File: src/design/wmst_serial_div.sv
// bit-serial unsigned restoring divider, one quotient bit per cycle
module wmst_serial_div #(
  parameter int unsigned NumW = 100,
  parameter int unsigned DenW = 11
) (
  input  logic            clk,
  input  logic            rst_n,
  input  logic            start,
  input  logic [NumW-1:0] num,
  input  logic [DenW-1:0] den,
  output logic            done,
  output logic [NumW-1:0] quo
);

  localparam int unsigned CntW = $clog2(NumW + 1);

  logic [NumW-1:0] quo_r, quo_nxt;
  logic [DenW:0]   rem_r, rem_nxt;
  logic [DenW-1:0] den_r, den_nxt;
  logic [CntW-1:0] cnt_r, cnt_nxt;
  logic            busy_r, busy_nxt;
  logic            done_r, done_nxt;
  logic [DenW:0]   trial;

  assign trial = {rem_r[DenW-1:0], quo_r[NumW-1]};

  // one shift-subtract step per cycle
  always_comb begin
    quo_nxt = quo_r;
    rem_nxt = rem_r;
    den_nxt = den_r;
    cnt_nxt = cnt_r;
    busy_nxt = busy_r;
    done_nxt = 1'b0;
    if (start) begin
      quo_nxt = num;
      rem_nxt = '0;
      den_nxt = den;
      cnt_nxt = CntW'(NumW);
      busy_nxt = 1'b1;
    end else if (busy_r) begin
      if (trial >= {1'b0, den_r}) begin
        rem_nxt = trial - {1'b0, den_r};
        quo_nxt = {quo_r[NumW-2:0], 1'b1};
      end else begin
        rem_nxt = trial;
        quo_nxt = {quo_r[NumW-2:0], 1'b0};
      end
      cnt_nxt = cnt_r - 1'b1;
      if (cnt_r == CntW'(1)) begin
        busy_nxt = 1'b0;
        done_nxt = 1'b1;
      end
    end
  end

  always_ff @(posedge clk) begin
    quo_r <= quo_nxt;
    rem_r <= rem_nxt;
    den_r <= den_nxt;
    cnt_r <= cnt_nxt;
    if (!rst_n) begin
      busy_r <= 1'b0;
      done_r <= 1'b0;
    end else begin
      busy_r <= busy_nxt;
      done_r <= done_nxt;
    end
  end

  assign done = done_r;
  assign quo = quo_r;

endmodule

File: config.mk
export PLATFORM = sky130hd
export DESIGN_NAME = wmst_serial_div
export DESIGN_NICKNAME = d
export VERILOG_FILES = /design/src/design/wmst_serial_div.sv
export SDC_FILE = /design/constraint.sdc
export NUM_CORES = 1
export LEC_CHECK = 0
export ABC_AREA = 1
export BUFFER_PORTS_ARGS = -buffer_cell sky130_fd_sc_hd__buf_2
export CAP_MARGIN = 25
export CORE_UTILIZATION = 40
export CTS_CLUSTER_SIZE = 20
export DETAILED_ROUTE_END_ITERATION = 8
export PLACE_DENSITY = 0.69
export SETUP_SLACK_MARGIN = 0.2
export SYNTH_ARGS = -nofsm -noshare
export SYNTH_HDL_FRONTEND = slang
export SYNTH_SLANG_ARGS = --single-unit
export TNS_END_PERCENT = 50
File: constraint.sdc
create_clock -name clk -period 8.4 [get_ports clk]
set_input_delay 0.84 -clock clk [delete_from_list [all_inputs] [get_ports clk]]
set_output_delay 0.84 -clock clk [all_outputs]
set_load 0.05 [all_outputs]
==> metrics.md <==
| Metric | Value |
|---|---|
| Status | `completed` |
| Pleak | `about 4.1 nW` |
| Syn Nets | `between 800 and 900` |
| Final-report setup violation count | `0` |
| Vias per cell | `around 4.7` |
| CP Cell Sequence | `buf_4, buf_4, nor2_1, inv_4, buf_4` |
| Worst Hold Depth | `2` |
| Clk_skew | `between 10 and 15 ps` |
| PostCTS Resize Cnt | `0` |
| Initial Util | `around 40%` |
| Max-cap violations | `0` |
| Startpoint types | `input port` |
| Post-synth top cells | `369 x nand2_1, 111 x edfxtp_1, 55 x inv_1, 27 x nand3_1, 20 x dfxtp_1` |
| Vias in the first global route | `between 4k and 5k` |
| Setup Total Neg Slack | `0 ps` |
| Synth async-reset ratio | `0%` |
| CP bufs+invs | `4` |
| Achievable Freq | `277.2 MHz` |
| Ant diodes | `0` |
| Final ANT Viol Nets | `0` |
| Detailed-route DRC error count | `0` |
| CTS tree | `built` |
| GRT Residual Overflow | `0` |
| Synth Register Bits | `131` |
| Num CTS Buffers | `17` |
| Yosys cell types | `31` |
| WL/cell | `roughly 14 um` |
| Fin crit share | `42.95%` |
| Clock tree buffer depth | `2` |
| First-pass GRT wire length | `24370 um` |
| Shortest period the worst path allows | `3608 ps` |
| VDD IR max | `about 0.14 mV` |
| DP HPWL | `10790 um` |
| Number of fill cells | `between 1k and 1.5k` |
| Worst Tran Pin Value | `823.3 ps` |
| Area growth, synth to finish | `27.52%` |
| Clock transition at the registers of the reported paths | `50 ps` |
| Htree depth | `4` |
| Core area | `around 15000 sq um` |
| Synth area leader | `edfxtp_1` |
| Req. time, crit path | `8430 ps` |
| CP arrival | `3630 ps` |
| Crit-path leading delay family | `buffers and inverters` |
| Top-count cell post-synth | `nand2_1` |
| Post-Syn Instances | `around 700` |
| CTS Sinks | `between 100 and 150` |
| Crit Path Class | `input port to flop` |
| Ys Warns | `0` |
| DIE HEIGHT | `roughly 130 um` |
| Slowest cell on crit path | `buf_4` |
| Post-synthesis cell area | `about 6300 sq um` |
| Pwr per Cell Area | `roughly 230 nW/um^2` |
| Post-Route WL | `approximately 15000 um` |
| Unrepaired setup endpoints after global routing | `no` |
| Share of the synthesized area in the top cell type | `53.32%` |
| Critical Path Max Stage Delay | `710 ps` |
| WHS | `roughly 470 ps` |
| Die Area | `16130 sq um` |
| Synth Area per Inst | `8.905 sq um` |
| Port Buffers | `between 200 and 250` |
| Rel. slew slack | `between 40 and 50%` |
| Nets | `between 1k and 1.5k` |
| DRT Pass-1 Iters | `5` |
| Instance count on the critical path | `5` |
| Hold Vio Cnt, Final | `0` |
| Number of I/O pins | `~220` |
| Post-CTS setup buffers | `0` |
| DIE WIDTH | `roughly 130 um` |
| Crit-path most repeated cell | `buf_4` |
| Post-synth EDFFs | `~110` |
| Via count | `roughly 5.2k` |
| Initial antenna violation count | `1` |
| Row cnt | `45` |
| Later-pin clock latency in the skew report | `roughly 410 ps` |
| Layout cell share with drive strength beyond 1 | `29.57%` |
| Hold Path Class | `flop to flop` |
| Synth top area cells | `edfxtp_1 53%, nand2_1 22%, dfxtp_1 6.4%, inv_1 3.3%, ha_1 2.6%` |
| Post-synthesis sequential area ratio | `between 50 and 60%` |
| Starting DRT DRC Count | `slightly above 300` |
| Main synth FF type | `edfxtp_1` |
| CP Max Fanout | `72` |
| Total GRT Usage | `19.52%` |
| Fin util | `between 50 and 60%` |
| Slew Viols, Final | `0` |
| Worst r2r path cells | `11` |
| Post-CTS Hold Fix Bufs | `0` |
| Crit end category | `flop` |
| Largest net degree at the start of global routing | `73` |
| GP Congestion | `approximately 0.85` |
| CTS root buf | `clkbuf_16` |
[cell type report]
| class | instances | area, sq um | area share, % |
|---|---|---|---|
| Tap cell | 188 | 235.2 | 2.951 |
| Multi-Input combinational cell | 485 | 2163 | 27.14 |
| Sequential cell | 131 | 3734 | 46.84 |
| Clock buffer | 20 | 436.7 | 5.478 |
| Clock inverter | 10 | 88.84 | 1.114 |
| Inverter | 57 | 217.7 | 2.731 |
| Timing Repair Buffer | 217 | 1096 | 13.75 |
[where the power goes]
| group | internal [mW] | total [mW] | leakage (nW) | switching (mW) |
|---|---|---|---|---|
| combinational | 0.0880 | 0.375 | 2.52 | 0.286 |
| sequential | 0.780 | 0.814 | 1.30 | 0.0341 |
| clock | 0.401 | 0.665 | 0.248 | 0.264 |
[state kept, by name, summed over array words and instances (netlist names)]
register  count
busy_r        1
cnt_r         7
den_r        11
done          1
quo         100
rem_r        11
[layout by cell type, fill, tap and decap left out, types with 2 or more instances in the layout]
| master | count |
|---|---|
| inv_1 | 53 |
| o21ai_0 | 3 |
| ha_1 | 13 |
| nor3_1 | 2 |
| nand4_1 | 14 |
| nor2_1 | 18 |
| nand3_1 | 27 |
| nand2_1 | 369 |
| buf_2 | 213 |
| xnor2_1 | 3 |
| nand2_2 | 12 |
| clkbuf_1 | 3 |
| clkbuf_16 | 17 |
| clkinvlp_4 | 4 |
| inv_2 | 2 |
| nand3_2 | 6 |
| nor2_2 | 2 |
| buf_4 | 4 |
| edfxtp_1 | 111 |
| dfxtp_1 | 20 |
| a21oi_1 | 6 |
| clkinv_2 | 5 |
[cells by family (layout without fill, tap and decap cells)]
group           Yosys count  in the layout  synth area share, %
compound gates           12             12                1.081
buf+inv                  86            304                5.665
simple gates            455            455                30.04
flops                   131            131                59.73
xor+xnor                  4              4               0.5606
fa+ha+maj                14             14                2.922
[metrics by stage]
| step | instances | setup slack (ps) | cell area, sq um | total power [mW] |
|---|---|---|---|---|
| after floorplan | 702 | 4933 | 6251 | 1.096 |
| after detailed placement | 1078 | 4349 | 7446 | 1.202 |
| after global placement | 1078 | 4365 | 7446 | 1.200 |
| after global routing | 1108 | 4567 | 7971 | 1.929 |
| after CTS | 1108 | 4786 | 7971 | 1.871 |
| final | 1108 | 4792 | 7971 | 1.854 |
[path summary, 6_finish.rpt]
path	from	endpoint	slack (ps)
setup / recovery	start	quo[0]	4790
hold / removal	rem_r[10]	rem_r[10]	470
setup reg to reg	quo[99]	rem_r[5]	5940
hold reg to reg	rem_r[10]	rem_r[10]	470
[worst reg2reg max path: stages, from the launching register on]
cell	delay [ps]
edfxtp_1	420
inv_1	110
ha_1	210
fa_1	230
inv_1	80
nand3_1	80
nand3_2	130
nand2_2	250
nand4_2	450
nand3_1	280
nand3_1	100
nand2_1	80
[per-layer routing]
| metal | GRT usage, % | part of all wire [%] | up-vias |
|---|---|---|---|
| li1 | - | - | 2653 |
| met1 | 24.33 | 43 | 2373 |
| met5 | 0 | 0.085 | - |
| met4 | 6.162 | 1.5 | 2 |
| met2 | 32.42 | 49 | 178 |
| met3 | 6.072 | 6.6 | 19 |
Power figures use the tool's default switching activity.
